## src/design/twt_pkg.sv

```systemverilog
`default_nettype none

package twt_pkg;

	localparam int TIMER_ENTRIES_DEF = 16;
	localparam int MAX_SLOTS_DEF     = 64;
	localparam int WHEEL_LIMIT       = 64;
	localparam int RESULT_LIMIT      = 16;
	localparam int PTR_W             = 6;
	localparam int CNT_W             = 7;
	localparam int ID_W              = 16;
	localparam int ROUNDS_W          = 16;
	localparam int NCNT_W            = $clog2(RESULT_LIMIT + 1);
	localparam int MOD_STEPS         = CNT_W;
	localparam logic [CNT_W-1:0] SLOT_COUNT_RST = CNT_W'(WHEEL_LIMIT);

	typedef enum logic [1:0] {
		CMD_TICK   = 2'd0,
		CMD_ADD    = 2'd1,
		CMD_DELETE = 2'd2,
		CMD_NOP    = 2'd3
	} cmd_t;

	typedef enum logic [2:0] {
		STAT_DONE      = 3'd0,
		STAT_EXPIRED   = 3'd1,
		STAT_FULL      = 3'd2,
		STAT_BAD_SLOT  = 3'd3,
		STAT_ID_IN_USE = 3'd4,
		STAT_NOT_FOUND = 3'd5
	} stat_t;

	typedef enum logic [1:0] {
		ST_IDLE,
		ST_SCAN,
		ST_WRAP,
		ST_REPLY
	} state_t;

	typedef struct packed {
		logic [1:0]          command;
		logic [ID_W-1:0]     timer_id;
		logic [PTR_W-1:0]    wheel_slot;
		logic [ROUNDS_W-1:0] rounds;
	} req_t;

	typedef struct packed {
		logic [2:0]      status;
		logic [ID_W-1:0] expired_id;
		logic            last;
	} rsp_t;

	typedef struct packed {
		logic [ID_W-1:0]     id;
		logic [PTR_W-1:0]    slot;
		logic [ROUNDS_W-1:0] rounds;
	} entry_t;

	typedef struct packed {
		logic load;
		logic scan_adv;
		logic wrap_step;
		logic reply;
	} ctl_t;

	typedef struct packed {
		logic is_tick;
		logic scan_stall;
		logic scan_done;
		logic wrap_done;
		logic out_free;
	} sts_t;

endpackage

`default_nettype wire

```

## src/design/twt_ram.sv

```systemverilog
`default_nettype none

module twt_ram #(
	parameter int WIDTH = 8,
	parameter int DEPTH = 16,
	localparam int AW = $clog2(DEPTH)
) (
	input  wire logic             clk,
	input  wire logic             we,
	input  wire logic [AW-1:0]    waddr,
	input  wire logic [WIDTH-1:0] wdata,
	input  wire logic             re,
	input  wire logic [AW-1:0]    raddr,
	output      logic [WIDTH-1:0] rdata
);

	logic [WIDTH-1:0] mem_q [DEPTH];
	logic [WIDTH-1:0] rdata_q;

	always_ff @(posedge clk) begin
		if (we) begin
			mem_q[waddr] <= wdata;
		end
		if (re) begin
			rdata_q <= mem_q[raddr];
		end
	end

	assign rdata = rdata_q;

endmodule

`default_nettype wire

```

## src/design/twt_ctrl.sv

```systemverilog
`default_nettype none

module twt_ctrl import twt_pkg::*; (
	input  wire logic clk,
	input  wire logic arst_n,
	input  wire logic in_valid,
	output      logic in_ready,
	input  wire sts_t sts,
	output      ctl_t ctl
);

	state_t state_q, state_d;

	always_ff @(posedge clk or negedge arst_n) begin
		if (!arst_n) begin
			state_q <= ST_IDLE;
		end else begin
			state_q <= state_d;
		end
	end

	always_comb begin
		state_d  = state_q;
		ctl      = '0;
		in_ready = 1'b0;
		case (state_q)
			ST_IDLE: begin
				in_ready = 1'b1;
				if (in_valid) begin
					ctl.load = 1'b1;
					state_d  = ST_SCAN;
				end
			end
			ST_SCAN: begin
				ctl.scan_adv = !sts.scan_stall;
				if (sts.scan_done) begin
					state_d = sts.is_tick ? ST_WRAP : ST_REPLY;
				end
			end
			ST_WRAP: begin
				ctl.wrap_step = 1'b1;
				if (sts.wrap_done) begin
					state_d = ST_REPLY;
				end
			end
			ST_REPLY: begin
				if (sts.out_free) begin
					ctl.reply = 1'b1;
					state_d   = ST_IDLE;
				end
			end
			default: begin
				state_d = ST_IDLE;
			end
		endcase
	end

endmodule

`default_nettype wire

```

## src/design/twt_datapath.sv

```systemverilog
`default_nettype none

module twt_datapath import twt_pkg::*; #(
	parameter int TIMER_ENTRIES = TIMER_ENTRIES_DEF,
	parameter int MAX_SLOTS     = MAX_SLOTS_DEF
) (
	input  wire logic             clk,
	input  wire logic             arst_n,
	input  wire logic             cfg_we,
	input  wire logic [CNT_W-1:0] cfg_data,
	input  wire req_t             in_req,
	output      logic             out_valid,
	input  wire logic             out_ready,
	output      rsp_t             out_rsp,
	input  wire ctl_t             ctl,
	output      sts_t             sts
);

	localparam int IW = $clog2(TIMER_ENTRIES);
	localparam logic [IW:0] SCAN_END = (IW + 1)'(TIMER_ENTRIES);
	localparam logic [CNT_W-1:0] SLOT_CAP =
		CNT_W'((MAX_SLOTS < WHEEL_LIMIT) ? MAX_SLOTS : WHEEL_LIMIT);

	logic [CNT_W-1:0]         slot_count_q;
	logic [TIMER_ENTRIES-1:0] valid_q;
	logic [PTR_W-1:0]         ptr_q;
	req_t                     item_q;
	logic [IW:0]              rd_idx_q;
	logic                     proc_v_s1;
	logic [IW-1:0]            proc_idx_s1;
	logic                     pend_v_q;
	logic [ID_W-1:0]          pend_id_q;
	logic [NCNT_W-1:0]        n_q;
	logic                     match_q;
	logic                     free_v_q;
	logic [IW-1:0]            free_idx_q;
	logic [CNT_W-1:0]         rem_q;
	logic [2:0]               bit_q;
	logic                     out_v_q;
	rsp_t                     out_q;

	entry_t           ent;
	logic             ram_we;
	logic [IW-1:0]    ram_waddr;
	entry_t           ram_wdata;
	logic             rd_more;
	logic [CNT_W-1:0] count;
	logic             is_tick;
	logic             hit;
	logic             id_hit;
	logic             emit;
	logic             dec;
	logic             del_hit;
	logic             add_free;
	logic             out_free;
	logic             scan_push;
	logic             bad_slot;
	logic             add_commit;
	rsp_t             final_rsp;
	logic [CNT_W-1:0] dividend;
	logic [CNT_W-1:0] trial;

	twt_ram #(
		.WIDTH ($bits(entry_t)),
		.DEPTH (TIMER_ENTRIES)
	) u_ram (
		.clk   (clk),
		.we    (ram_we),
		.waddr (ram_waddr),
		.wdata (ram_wdata),
		.re    (ctl.scan_adv && rd_more),
		.raddr (rd_idx_q[IW-1:0]),
		.rdata (ent)
	);

	always_comb begin
		count = slot_count_q;
		if (slot_count_q == '0) begin
			count = CNT_W'(1);
		end else if (slot_count_q > SLOT_CAP) begin
			count = SLOT_CAP;
		end
	end

	assign rd_more  = (rd_idx_q != SCAN_END);
	assign is_tick  = (item_q.command == CMD_TICK);
	assign out_free = !out_v_q || out_ready;
	assign bad_slot = ({1'b0, item_q.wheel_slot} >= count);

	// Evaluate the entry whose data the RAM presents this cycle.
	assign hit      = proc_v_s1 && valid_q[proc_idx_s1] && (ent.slot == ptr_q);
	assign id_hit   = proc_v_s1 && valid_q[proc_idx_s1] && (ent.id == item_q.timer_id);
	assign emit     = is_tick && hit && (ent.rounds == '0) && (n_q < NCNT_W'(RESULT_LIMIT));
	assign dec      = is_tick && hit && (ent.rounds != '0);
	assign del_hit  = (item_q.command == CMD_DELETE) && id_hit && !match_q;
	assign add_free = (item_q.command == CMD_ADD) && proc_v_s1 && !valid_q[proc_idx_s1]
		&& !free_v_q;

	// A new expiry pushes the held one out as a non-final result.
	assign scan_push = ctl.scan_adv && emit && pend_v_q;

	always_comb begin
		final_rsp = '{status: STAT_DONE, expired_id: item_q.timer_id, last: 1'b1};
		case (item_q.command)
			CMD_TICK: begin
				if (pend_v_q) begin
					final_rsp.status     = STAT_EXPIRED;
					final_rsp.expired_id = pend_id_q;
				end
			end
			CMD_ADD: begin
				if (bad_slot) begin
					final_rsp.status = STAT_BAD_SLOT;
				end else if (match_q) begin
					final_rsp.status = STAT_ID_IN_USE;
				end else if (!free_v_q) begin
					final_rsp.status = STAT_FULL;
				end
			end
			CMD_DELETE: begin
				if (!match_q) begin
					final_rsp.status = STAT_NOT_FOUND;
				end
			end
			default: begin
				final_rsp.status = STAT_DONE;
			end
		endcase
	end

	assign add_commit = ctl.reply && (item_q.command == CMD_ADD) && !bad_slot && !match_q
		&& free_v_q;

	always_comb begin
		ram_we    = 1'b0;
		ram_waddr = proc_idx_s1;
		ram_wdata = ent;
		if (ctl.scan_adv && dec) begin
			ram_we           = 1'b1;
			ram_wdata.rounds = ent.rounds - ROUNDS_W'(1);
		end else if (add_commit) begin
			ram_we    = 1'b1;
			ram_waddr = free_idx_q;
			ram_wdata = '{id: item_q.timer_id, slot: item_q.wheel_slot, rounds: item_q.rounds};
		end
	end

	// One quotient bit per step of the pointer wrap.
	assign dividend = {1'b0, ptr_q} + CNT_W'(1);
	assign trial    = {rem_q[CNT_W-2:0], dividend[bit_q]};

	always_ff @(posedge clk or negedge arst_n) begin
		if (!arst_n) begin
			slot_count_q <= SLOT_COUNT_RST;
			valid_q      <= '0;
			ptr_q        <= '0;
			rd_idx_q     <= '0;
			proc_v_s1    <= 1'b0;
			pend_v_q     <= 1'b0;
			n_q          <= '0;
			match_q      <= 1'b0;
			free_v_q     <= 1'b0;
			bit_q        <= '0;
			out_v_q      <= 1'b0;
		end else begin
			if (cfg_we) begin
				slot_count_q <= cfg_data;
			end
			if (ctl.load) begin
				rd_idx_q  <= '0;
				proc_v_s1 <= 1'b0;
				pend_v_q  <= 1'b0;
				n_q       <= '0;
				match_q   <= 1'b0;
				free_v_q  <= 1'b0;
				bit_q     <= 3'(MOD_STEPS - 1);
			end
			if (ctl.scan_adv) begin
				proc_v_s1 <= rd_more;
				if (rd_more) begin
					rd_idx_q <= rd_idx_q + (IW + 1)'(1);
				end
				if (emit) begin
					valid_q[proc_idx_s1] <= 1'b0;
					pend_v_q             <= 1'b1;
					n_q                  <= n_q + NCNT_W'(1);
				end
				if (del_hit) begin
					valid_q[proc_idx_s1] <= 1'b0;
				end
				if (id_hit) begin
					match_q <= 1'b1;
				end
				if (add_free) begin
					free_v_q <= 1'b1;
				end
			end
			if (ctl.wrap_step) begin
				bit_q <= bit_q - 3'd1;
			end
			if (add_commit) begin
				valid_q[free_idx_q] <= 1'b1;
			end
			if (ctl.reply && is_tick) begin
				ptr_q <= rem_q[PTR_W-1:0];
			end
			if (scan_push || ctl.reply) begin
				out_v_q <= 1'b1;
			end else if (out_ready) begin
				out_v_q <= 1'b0;
			end
		end
	end

	always_ff @(posedge clk) begin
		if (ctl.load) begin
			item_q <= in_req;
			rem_q  <= '0;
		end
		if (ctl.scan_adv) begin
			proc_idx_s1 <= rd_idx_q[IW-1:0];
			if (emit) begin
				pend_id_q <= ent.id;
			end
			if (add_free) begin
				free_idx_q <= proc_idx_s1;
			end
		end
		if (ctl.wrap_step) begin
			rem_q <= (trial >= count) ? (trial - count) : trial;
		end
		if (scan_push) begin
			out_q <= '{status: STAT_EXPIRED, expired_id: pend_id_q, last: 1'b0};
		end else if (ctl.reply) begin
			out_q <= final_rsp;
		end
	end

	always_comb begin
		sts.is_tick    = is_tick;
		sts.scan_stall = emit && pend_v_q && !out_free;
		sts.scan_done  = !rd_more && !proc_v_s1;
		sts.wrap_done  = (bit_q == '0);
		sts.out_free   = out_free;
	end

	assign out_valid = out_v_q;
	assign out_rsp   = out_q;

endmodule

`default_nettype wire

```

## src/design/timing_wheel_timer_table.sv

```systemverilog
// Hashed timing wheel over a table of TIMER_ENTRIES timers.
// Requests enter on in_valid/in_ready with in_req (tick, add, delete, no-op); results leave on
// out_valid/out_ready with out_rsp, one or more per request, the final one marked by last.
// cfg_we/cfg_data write the slot count; write it only while no request is in flight.
// Each request scans the whole table through a registered-read RAM, one entry per cycle
// unless a tick's scan stalls on a held result; a tick then runs the bit-serial pointer
// wrap before its final result. A new request is taken only after the final result of
// the last one has been loaded into the output register.
// in_ready is high only between requests. An output register holds the latest result,
// so the next request is taken while that result still waits.
// A tick with several expiries stalls its scan while a result is held in the output
// register and out_ready is low; nothing is dropped.
// Reset clears all timers, sets the wheel pointer to zero and the slot count to 64.
// The RAM holds timer fields only; validity lives in flip-flops, so no clearing pass runs.
`default_nettype none

module timing_wheel_timer_table import twt_pkg::*; #(
	parameter int TIMER_ENTRIES = TIMER_ENTRIES_DEF,
	parameter int MAX_SLOTS     = MAX_SLOTS_DEF
) (
	input  wire logic             clk,
	input  wire logic             arst_n,
	input  wire logic             cfg_we,
	input  wire logic [CNT_W-1:0] cfg_data,
	input  wire logic             in_valid,
	output      logic             in_ready,
	input  wire req_t             in_req,
	output      logic             out_valid,
	input  wire logic             out_ready,
	output      rsp_t             out_rsp
);

	ctl_t ctl;
	sts_t sts;

	twt_ctrl u_ctrl (
		.clk      (clk),
		.arst_n   (arst_n),
		.in_valid (in_valid),
		.in_ready (in_ready),
		.sts      (sts),
		.ctl      (ctl)
	);

	twt_datapath #(
		.TIMER_ENTRIES (TIMER_ENTRIES),
		.MAX_SLOTS     (MAX_SLOTS)
	) u_datapath (
		.clk       (clk),
		.arst_n    (arst_n),
		.cfg_we    (cfg_we),
		.cfg_data  (cfg_data),
		.in_req    (in_req),
		.out_valid (out_valid),
		.out_ready (out_ready),
		.out_rsp   (out_rsp),
		.ctl       (ctl),
		.sts       (sts)
	);

endmodule

`default_nettype wire

```

## config.mk

```make
export PLATFORM = sky130hd
export DESIGN_NAME = timing_wheel_timer_table
export DESIGN_NICKNAME = d
export VERILOG_FILES = /design/src/design/twt_pkg.sv /design/src/design/twt_ram.sv /design/src/design/twt_ctrl.sv /design/src/design/twt_datapath.sv /design/src/design/timing_wheel_timer_table.sv
export SDC_FILE = /design/constraint.sdc
export NUM_CORES = 1
export LEC_CHECK = 0
export ABC_AREA = 1
export BUFFER_PORTS_ARGS = -buffer_cell sky130_fd_sc_hd__buf_2
export CAP_MARGIN = 0
export CORE_MARGIN = 1
export CORE_UTILIZATION = 50
export CTS_CLUSTER_DIAMETER = 40
export DETAILED_ROUTE_END_ITERATION = 6
export PLACE_DENSITY_LB_ADDON = 0.25
export SLEW_MARGIN = 20
export SYNTH_ARGS = -nofsm -noshare
export SYNTH_HDL_FRONTEND = slang
export SYNTH_SLANG_ARGS = --single-unit
```

## constraint.sdc

```tcl
create_clock -name clk -period 6 [get_ports clk]
set_input_delay 0.3 -clock clk [delete_from_list [all_inputs] [get_ports clk]]
set_output_delay 0.3 -clock clk [all_outputs]
set_load 0.02 [all_outputs]
```

### Word level (Yosys, flattened, before mapping)

Memories as Yosys holds them, arrays and structs flattened. A register that Yosys moved wholly into a read port is not among the register bits.
Index checks and enable logic that the tools add are counted.

| word-level totals | value |
|---|---|
| bits in registers | 139 |
| bits in writable memories | 608 |
| bits of input ports | 52 |
| word-level logic and storage cells | 175 |
| memories | 1 |

| operators by class | value |
|---|---|
| add/sub/neg operators | 6 |
| order comparisons | 9 |
| eq/ne operators | 12 |
| muxes and demuxes | 70 |
| bitwise logic cells | 4 |
| reduce and logical (&&, ||, !) cells | 50 |

Memories:

| name | words | bits a word | rd ports | clocked after memory_dff | wr ports | line | RTL |
|---|---|---|---|---|---|---|---|
| u_datapath.u_ram.mem_q | 16 | 38 | 1 | 1 | 1 | twt_ram.sv:17 | `logic [WIDTH-1:0] mem_q [DEPTH];` |

Operator list:

| kind | number |
|---|---|
| 16-bit 2-to-1 mux | 7 |
| 17-bit 2-to-1 mux | 3 |
| 38-bit 2-to-1 mux | 1 |
| 16-bit bitwise AND | 2 |
| 5-bit 2-to-1 mux | 6 |
| 1-bit 2-to-1 mux | 29 |
| 1-bit logical AND | 26 |
| 22-bit 2-to-1 mux | 1 |
| 6-bit 2-to-1 mux | 3 |
| 16-bit equality test | 1 |
| 16-bit logical NOT | 1 |
| 16-bit NOT | 1 |
| 16-bit OR | 1 |
| 16-bit nonzero test | 1 |
| 16-bit by 1-bit subtractor with 16-bit output (second input constant) | 1 |
| 3-bit 2-to-1 mux | 5 |
| 7-bit 2-to-1 mux | 2 |
| 5-bit by 1-bit adder with 5-bit output (second input constant) | 2 |
| 4-bit by 5-bit less-than comparator with 1-bit output (second input constant) | 2 |
| 2-bit 2-to-1 mux | 5 |
| 1-bit logical NOT | 9 |
| 3-bit case mux with 3 select lines | 1 |
| 1-bit demux with 4-bit select | 2 |
| 4-bit by 1-bit greater-or-equal comparator with 1-bit output (second input constant) | 2 |
| other kinds (25) | 37 |

### Depth between registers and ports, before layout

Gate-level depths: netlist of run 1.

| depth | value |
|---|---|
| depth in word-level cells | 17 |
| depth in mapped cells | 18 |
| gate-level depth less buffers | 18 |

### Modules after synthesis

A second synthesis of run 1 with hierarchy kept.

| unflattened totals | value |
|---|---|
| cells, all modules | 3,495 |
| area, all modules | 35,245.1 um^2 |

By module, submodules not included:

| module | instances | cells an instance | area each (um^2) | seq. area each (um^2) |
|---|---|---|---|---|
| twt_ram | 1 | 2,512 | 27,254.9 | 19,398.6 |
| twt_datapath | 1 | 947 | 7,747.4 | 3,839.9 |
| twt_ctrl | 1 | 36 | 242.7 | 50.0 |

### Worst setup path before layout of run 1

Ideal clock, no wire load.

| path | value |
|---|---|
| path type | reg-to-reg |
| from | register u_datapath.slot_count_q[5] |
| to | memory u_datapath.u_ram.mem_q[0][0] (netlist name) (enable) |
| library setup time | 0.433 ns |
| arrival time | 3.721 ns |
| required time | 5.567 ns |
| path slack | 1.846 ns |
| cell stages (with the launch flop) | 15 |
| period minus slack after synthesis | 4.154 ns |
| cell sequence | dfrtp_1 > nor2_1 > nand4_1 > nand2_1 > nand2_1 > ha_1 > inv_1 > nor2_1 > a22oi_1 > o211a_1 > nand2_1 > buf_2 > o21ai_1 > nand3_1 > nor2_1 |

| on the way | value |
|---|---|
| longest elaborated chain between the ends | 12 |
| elaborated cells on any way between the ends | 15 |
| those cells by class | 2 x order compare; 8 x mux; 5 x reduce/logical |

RTL lines:

| what | line | RTL |
|---|---|---|
| from (decl) | twt_datapath.sv:24 | `logic [CNT_W-1:0] slot_count_q;` |
| from (signal assigned) | twt_datapath.sv:167 | `slot_count_q <= cfg_data;` |
| 7-bit greater-than comparator | twt_datapath.sv:80 | `end else if (slot_count_q > SLOT_CAP) begin` |
| 7-bit 2-to-1 mux | twt_datapath.sv:80 |  |
| 7-bit 2-to-1 mux (*) | twt_datapath.sv:78 | `if (slot_count_q == '0) begin` |
| 6-bit by 7-bit greater-or-equal comparator with 1-bit output (*) | twt_datapath.sv:88 | `assign bad_slot = ({1'b0, item_q.wheel_slot} >= count);` |
| 1-bit logical NOT (*) | twt_datapath.sv:131 | `assign add_commit = ctl.reply && (item_q.command == CMD_ADD) && !bad_slot && !match_q` |
| 1-bit logical AND (*) (2 in series) | twt_datapath.sv:131 |  |
| 1-bit logical AND (*) | twt_datapath.sv:132 | `&& free_v_q;` |
| 1-bit 2-to-1 mux | twt_datapath.sv:141 | `end else if (add_commit) begin` |
| 1-bit 2-to-1 mux | twt_datapath.sv:138 | `if (ctl.scan_adv && dec) begin` |
| 1-bit 2-to-1 mux | twt_ram.sv:21 | `if (we) begin` |
| 1-bit 2-to-1 mux (implied by the code) | twt_ram.sv:22 | `mem_q[waddr] <= wdata;` |
| to (decl) | twt_ram.sv:17 |  |

Mark *: on every way between the ends. The rest lies on a longest branch, timed or not.

### Final worst setup path of run 1

| path | value |
|---|---|
| from | register u_datapath.slot_count_q[5] |
| to | memory u_datapath.u_ram.mem_q[1][32] (netlist name) (enable) |

The elaborated chain is that of the path after synthesis.

==> results of run 1 <==
final cells by class:
| class | count | area, µm² |
|---|---|---|
| clock buffer | 118 | 2660 |
| clock inverter | 71 | 871 |
| fill | 4863 | 25700 |
| inverter | 120 | 459 |
| multi-input combinational | 1631 | 8250 |
| sequential | 785 | 23300 |
| tap | 846 | 1060 |
| timing repair buffer | 172 | 1250 |
through the flow:
stage,worst slack [ns],total power [mW]
2_1_floorplan,1.85,10.3
3_3_place_gp,1.85,11.9
3_5_place_dp,1.76,12.0
4_1_cts,1.76,18.3
5_1_grt,1.36,19.0
6_report,1.71,18.3
power breakdown:
part	leakage, nW	switching, mW	internal [mW]
combinational	4.43	3.46	1.24
clock	1.71	2.41	3.83
sequential	7.28	0.351	6.98
repair_timing:
item                      CTS  global route
setup buffers               0             0
hold buffers               52             0
hold endpoints to repair   95             0
per-layer routing:
layer,up-vias,track usage [%],routed length (µm)
li1,9911,-,-
met1,10900,36.8,35500
met4,0,7.74,1830
met3,132,4.37,7720
met5,-,0,0
met2,1104,39.8,39300
registers in the layout (all words and copies together) (netlist names), 7 cells and up:
register,flops
u_datapath.u_ram.rdata,38
u_datapath.valid_q,16
u_datapath.slot_count_q,7
u_datapath.out_rsp,20
u_datapath.item_q,40
u_datapath.pend_id_q,16
u_datapath.u_ram.mem_q,608
cell usage after synthesis, drive strengths merged, types with 3 or more instances:
library cell | count | area share, %
nand2 | 416 | 4.9
xor2 | 22 | 0.59
inv | 118 | 1.4
edfxtp | 732 | 68
dfxtp | 4 | 0.25
nand4 | 54 | 1.1
ha | 24 | 0.93
dfrtp | 48 | 3.7
mux2 | 7 | 0.24
nand3 | 86 | 1.6
xnor2 | 17 | 0.46
nor3 | 11 | 0.20
or2 | 20 | 0.39
clkbuf | 117 | 1.4
o21ai | 379 | 6.0
o22ai | 157 | 3.0
a21oi | 21 | 0.32
nor4 | 3 | 0.058
buf | 25 | 0.48
nor2 | 401 | 4.8
cell families after synthesis:
| logic type | synth area share (%) |
|---|---|
| xor gates and xnor gates | 1.05 |
| DFF | 71.8 |
| muxes | 0.243 |
| and+or+nand+nor | 13.1 |
| AOI/OAI and AO/OA | 9.55 |
| adders and majority gates | 0.988 |
| buffers and inverters | 3.22 |
final timing paths:
path	start	to	slack, ns	depth (start not counted)
max	u_datapath.slot_count_q[5]	u_datapath.u_ram.mem_q[1][32]	1.71	14
min	cfg_we	u_datapath.slot_count_q[1]	0.04	2
max reg2reg	u_datapath.slot_count_q[5]	u_datapath.u_ram.mem_q[1][32]	1.71	14
min reg2reg	u_datapath.valid_q[9]	u_datapath.valid_q[9]	0.47	2
max in group asynchronous	arst_n	u_datapath.rd_idx_q[0]	5.17	3
min in group asynchronous	arst_n	u_datapath.bit_q[2]	0.30	3
==> summary.txt, run 1 <==
======================================================================================
Remaining Overflow, GRT                                                              0
Critical Setup Path Class                                                   reg -> reg
H-tree depth                                                                         3
Clock transition at path regs                                                  0.06 ns
Share of the cycle needed by the critical path after routing                     71.6%
Num Clock Sinks                                                                    785
Required time of the critical path                                             6.33 ns
Post-route DRC violation count                                                       0
Starting DRC count in detailed routing                                            3155
Core box area                                                                63500 µm²
Flop and latch count out of synthesis                                              785
Leak pwr                                                                       13.4 nW
Global router's overall resource usage                                           25.5%
Layout overhead on the synthesized area                                          16.8%
Synth Cell Area                                                              32400 µm²
WL final                                                                      84400 µm
Commonest non-fill, non-tap cells in the layout                           edfxtp_1, nand2_1, nor2_1
Delay contributed by the slowest stage of the critical path                    0.73 ns
Effective utilization at floorplan                                               51.0%
Number of gates resized after cts                                                    0
Worst-path cell with the longest stage delay                                    nor2_4
Number of distinct standard cells referenced by the synthesized netlist             50
Pin count of the biggest net entering global routing                               201
Instance area after placement                                                33800 µm²
Fraction of layout instances using a drive strength above 1                      14.2%
Startpoint type of the worst setup path                                      flip-flop
Number of rows created at floorplan                                                 92
Proportion of synthesized chip area in sequential cells                          71.8%
Maximum resistive drop on vdd                                                 0.330 mV
Floorplan die height                                                            257 µm
Cell at the root of the clock tree                                           clkbuf_16
Kind of capture point of the worst setup path                                flip-flop
Critical Path, Cell by Cell                                               nor2_1 > nand4_1 > nand2_1 > nand2_1 > ha_1 > inv_1 > nor2_1 > a22oi_1 > o211a_1 > nand2_2 > o21ai_1 > nand3_1 > nor2_4 > buf_4
Synthesis warning total                                                              0
Kind of path behind the tightest hold check                                  in -> reg
Setup repair after global routing missed its margin                                 no
Non-filler instance count after layout                                            3743
Worst slew margin                                                                24.3%
Final worst path period need                                                   4.29 ns
Clock insertion delay at the later pin of the skew report                      0.67 ns
Port bufs                                                                           73
Leading register cell type out of synthesis                                   edfxtp_1
Cell area after layout                                                       37900 µm²
Vias per cell                                                                     5.90
Maximum clock skew at final layout                                           0.0385 ns
Total negative setup slack                                                        0 ns
Synth Instances                                                                   2678
Count of flip-flops with a built-in enable after synthesis                         732
Via total after detailed routing                                                 22100
Final-report setup violation count                                                   0
Die span in x                                                                   257 µm
Mapped Nets                                                                       2755
Clock buffer depth                                                                   3
Die outline area                                                             65900 µm²
Fin. max-slew vios                                                                   0
Cell class contributing the biggest share of worst-path delay             simple AND/OR/NAND/NOR gates
Status                                                                    complete, no violations
Worst-path fanout max                                                               24
Top achievable clock speed                                                   0.233 GHz
# diodes                                                                             0
Leading cell type in the layout, fill and taps excluded                       edfxtp_1
Hold Violations, Final                                                               0
Maximum Capacitance Violations                                                       0
Placed wire-length estimate                                                   50000 µm
Number of top-level design ports                                                    74
CP Buf/Inv Count                                                                     2
Slew at the pin closest to its max-slew limit                                  1.14 ns
Vias in the first global route                                                   21300
Global-route wire length before repair                                       129000 µm
Number of antenna violations at the first check in global routing                    0
CTS tree                                                                           yes
Placed Cells incl. Taps                                                           3502
Data arrival at the endpoint of the critical path                              4.63 ns
Antenna Violating Nets Remaining                                                     0
Routability congestion estimate from global placement                            0.896
Mapped Avg Cell Area                                                          12.1 µm²
Core utilization of the finished layout                                          59.6%
Async set or reset register ratio after synthesis                                6.24%
Count of nets after finishing                                                     2889
PwrDens                                                                     483 nW/µm²
Final worst hold slack                                                       0.0369 ns
Initial DRT Pass Iterations                                                          5
Avg WL per Cell                                                                22.5 µm
CTS buffer count                                                                   102
======================================================================================
(Power assumes the default switching activity.)
==> run 2: changes to the inputs <==
Clock period 6 ns to 3.57 ns, I/O delays scaled along.
==> summary.txt, run 2 (synthesized netlist as in run 1, its figures left out) <==
================================================================================
Instance area after placement                                          34600 µm²
Remaining Overflow, GRT                                                        0
Global-route wire length before repair                                 125000 µm
Final-report setup violation count                                             0
Final worst path period need                                             3.42 ns
CTS tree                                                                     yes
Clock transition at path regs                                            0.06 ns
WL final                                                                81600 µm
Critical Setup Path Class                                             reg -> reg
Required time of the critical path                                       3.90 ns
Core box area                                                          63500 µm²
Setup fix buffers added after clock tree synthesis                             0
Number of antenna violations at the first check in global routing              1
Leak pwr                                                                 13.7 nW
Data arrival at the endpoint of the critical path                        3.75 ns
Floorplan die height                                                      257 µm
Vias per cell                                                               5.80
Avg WL per Cell                                                          21.5 µm
Kind of path behind the tightest hold check                          in -> async
Effective utilization at floorplan                                         51.0%
Worst r2r src                                                       u_datapath.proc_idx_s1[0]
Maximum resistive drop on vdd                                           0.621 mV
Worst slack after detailed placement                                    0.193 ns
Port bufs                                                                     73
Total negative setup slack                                                  0 ns
Share of the cycle needed by the critical path after routing               95.9%
Seq pwr share                                                              40.6%
Initial DRT Pass Iterations                                                    6
Die span in x                                                             257 µm
Count of nets after finishing                                               2937
Cell internal power dissipation                                          20.1 mW
Maximum clock skew at final layout                                     0.0284 ns
Die outline area                                                       65900 µm²
Fraction of layout instances using a drive strength above 1                15.0%
Terminus of the critical flop-to-flop path                          u_datapath.u_ram.mem_q[5][1]
Worst Reg-to-Reg Cells                                                        14
Fin. max-slew vios                                                             0
Slew at the pin closest to its max-slew limit                           0.825 ns
Cell area after layout                                                 38600 µm²
Status                                                              complete, no violations
PwrDens                                                               785 nW/µm²
Switching Share                                                            33.7%
Pin count of the biggest net entering global routing                         125
Clock insertion delay at the later pin of the skew report                0.66 ns
Commonest non-fill, non-tap cells in the layout                     edfxtp_1, nand2_1, nor2_1
CTS buffer count                                                              99
Global router's overall resource usage                                     24.6%
Top achievable clock speed                                             0.292 GHz
Clock buffer depth                                                             3
Number of flip-flops under the largest register name                         608
Starting DRC count in detailed routing                                      2670
Startpoint type of the worst setup path                                flip-flop
Kind of capture point of the worst setup path                          flip-flop
Worst-path fanout max                                                         19
Number of top-level design ports                                              74
Vias in the first global route                                             21200
Final worst slack                                                       0.148 ns
Antenna Violating Nets Remaining                                               0
Setup repair after global routing missed its margin                          yes
Placed wire-length estimate                                             49900 µm
Leading cell type in the layout, fill and taps excluded                 edfxtp_1
Clock Power Share                                                          33.1%
Worst reg-to-reg setup slack                                             0.15 ns
Num Clock Sinks                                                              785
Worst slew margin                                                          45.0%
Post-route DRC violation count                                                 0
Maximum Capacitance Violations                                                 0
Largest register by flop count                                      u_datapath.u_ram.mem_q
Number of rows created at floorplan                                           92
Layout overhead on the synthesized area                                    19.0%
Routability congestion estimate from global placement                      0.869
Cell at the root of the clock tree                                     clkbuf_16
Via total after detailed routing                                           22000
Switching power                                                          10.2 mW
Hold Violations, Final                                                         0
Final worst hold slack                                                  0.101 ns
H-tree depth                                                                   3
# diodes                                                                       0
Proportion of power drawn by combinational gates                           26.3%
================================================================================
run 2: what timing repair did:
item,4_1_cts,5_1_grt
resized for setup,0,3
hold buffers,60,0
endpoints found under the hold margin,78,0
endpoints found under the setup margin,0,475
run 2: per-layer routing:
metal	share of wire (%)	wire [µm]	global-route usage (%)	vias to the layer above
met5	0	0	0	-
met4	2.1	1710	7.64	0
met3	8.1	6650	3.53	123
met2	47	38500	39.4	1049
met1	43	34800	34.9	10800
li1	-	-	-	9989
run 2: power by group through the flow:
stage	sequential (mW)	combinational (mW)	clock (mW)
floorplan	12.3	4.99	0
global placement	12.5	7.59	0
detailed placement	12.5	7.76	0
CTS	12.3	7.87	10.1
global route	12.4	8.66	10.5
finish	12.3	7.96	10.0
run 2: per-stage QoR:
stage | util [%] | cells | power, mW
2_1_floorplan | - | 2678 | 17.3
3_3_place_gp | 54.4 | 3545 | 20.1
3_5_place_dp | 54.4 | 3545 | 20.2
4_1_cts | 60.7 | 3792 | 30.3
5_1_grt | 60.7 | 3792 | 31.5
6_report | 60.7 | 3792 | 30.3
run 2: worst max path at each step:
stage | start | end | slack, ns | cells past startpoint
after floorplan | u_datapath.slot_count_q[5] | u_datapath.u_ram.mem_q[0][0] | -0.58 | 14
after global placement | u_datapath.slot_count_q[5] | u_datapath.u_ram.mem_q[2][34] | 0.23 | 16
after detailed placement | u_datapath.slot_count_q[5] | u_datapath.u_ram.mem_q[0][10] | 0.19 | 14
after CTS | u_datapath.slot_count_q[5] | u_datapath.u_ram.mem_q[0][17] | 0.18 | 14
after global routing | u_datapath.proc_idx_s1[0] | u_datapath.u_ram.mem_q[6][10] | -0.05 | 14
final | u_datapath.proc_idx_s1[0] | u_datapath.u_ram.mem_q[5][1] | 0.15 | 14
run 2: worst max-delay path, cell delays in order, from the launching register on:
cell	delay [ns]
edfxtp_1	0.68
inv_2	0.23
nand2_1	0.11
nand2_1	0.05
nand2_1	0.06
nand2_1	0.06
nand2_1	0.07
nand2_2	0.07
nor2_2	0.18
nor2_4	0.06
nand4_2	0.09
nand2_2	0.22
inv_2	0.27
nand2_4	0.21
o21ai_2	0.71
run 2: layout make-up:
class | instances | area (µm²)
Clock inverter | 68 | 757
Tap cell | 846 | 1060
Sequential cell | 785 | 23300
Inverter | 120 | 459
Clock buffer | 119 | 2620
Fill cell | 4876 | 25000
Timing Repair Buffer | 223 | 2140
Multi-Input combinational cell | 1631 | 8250
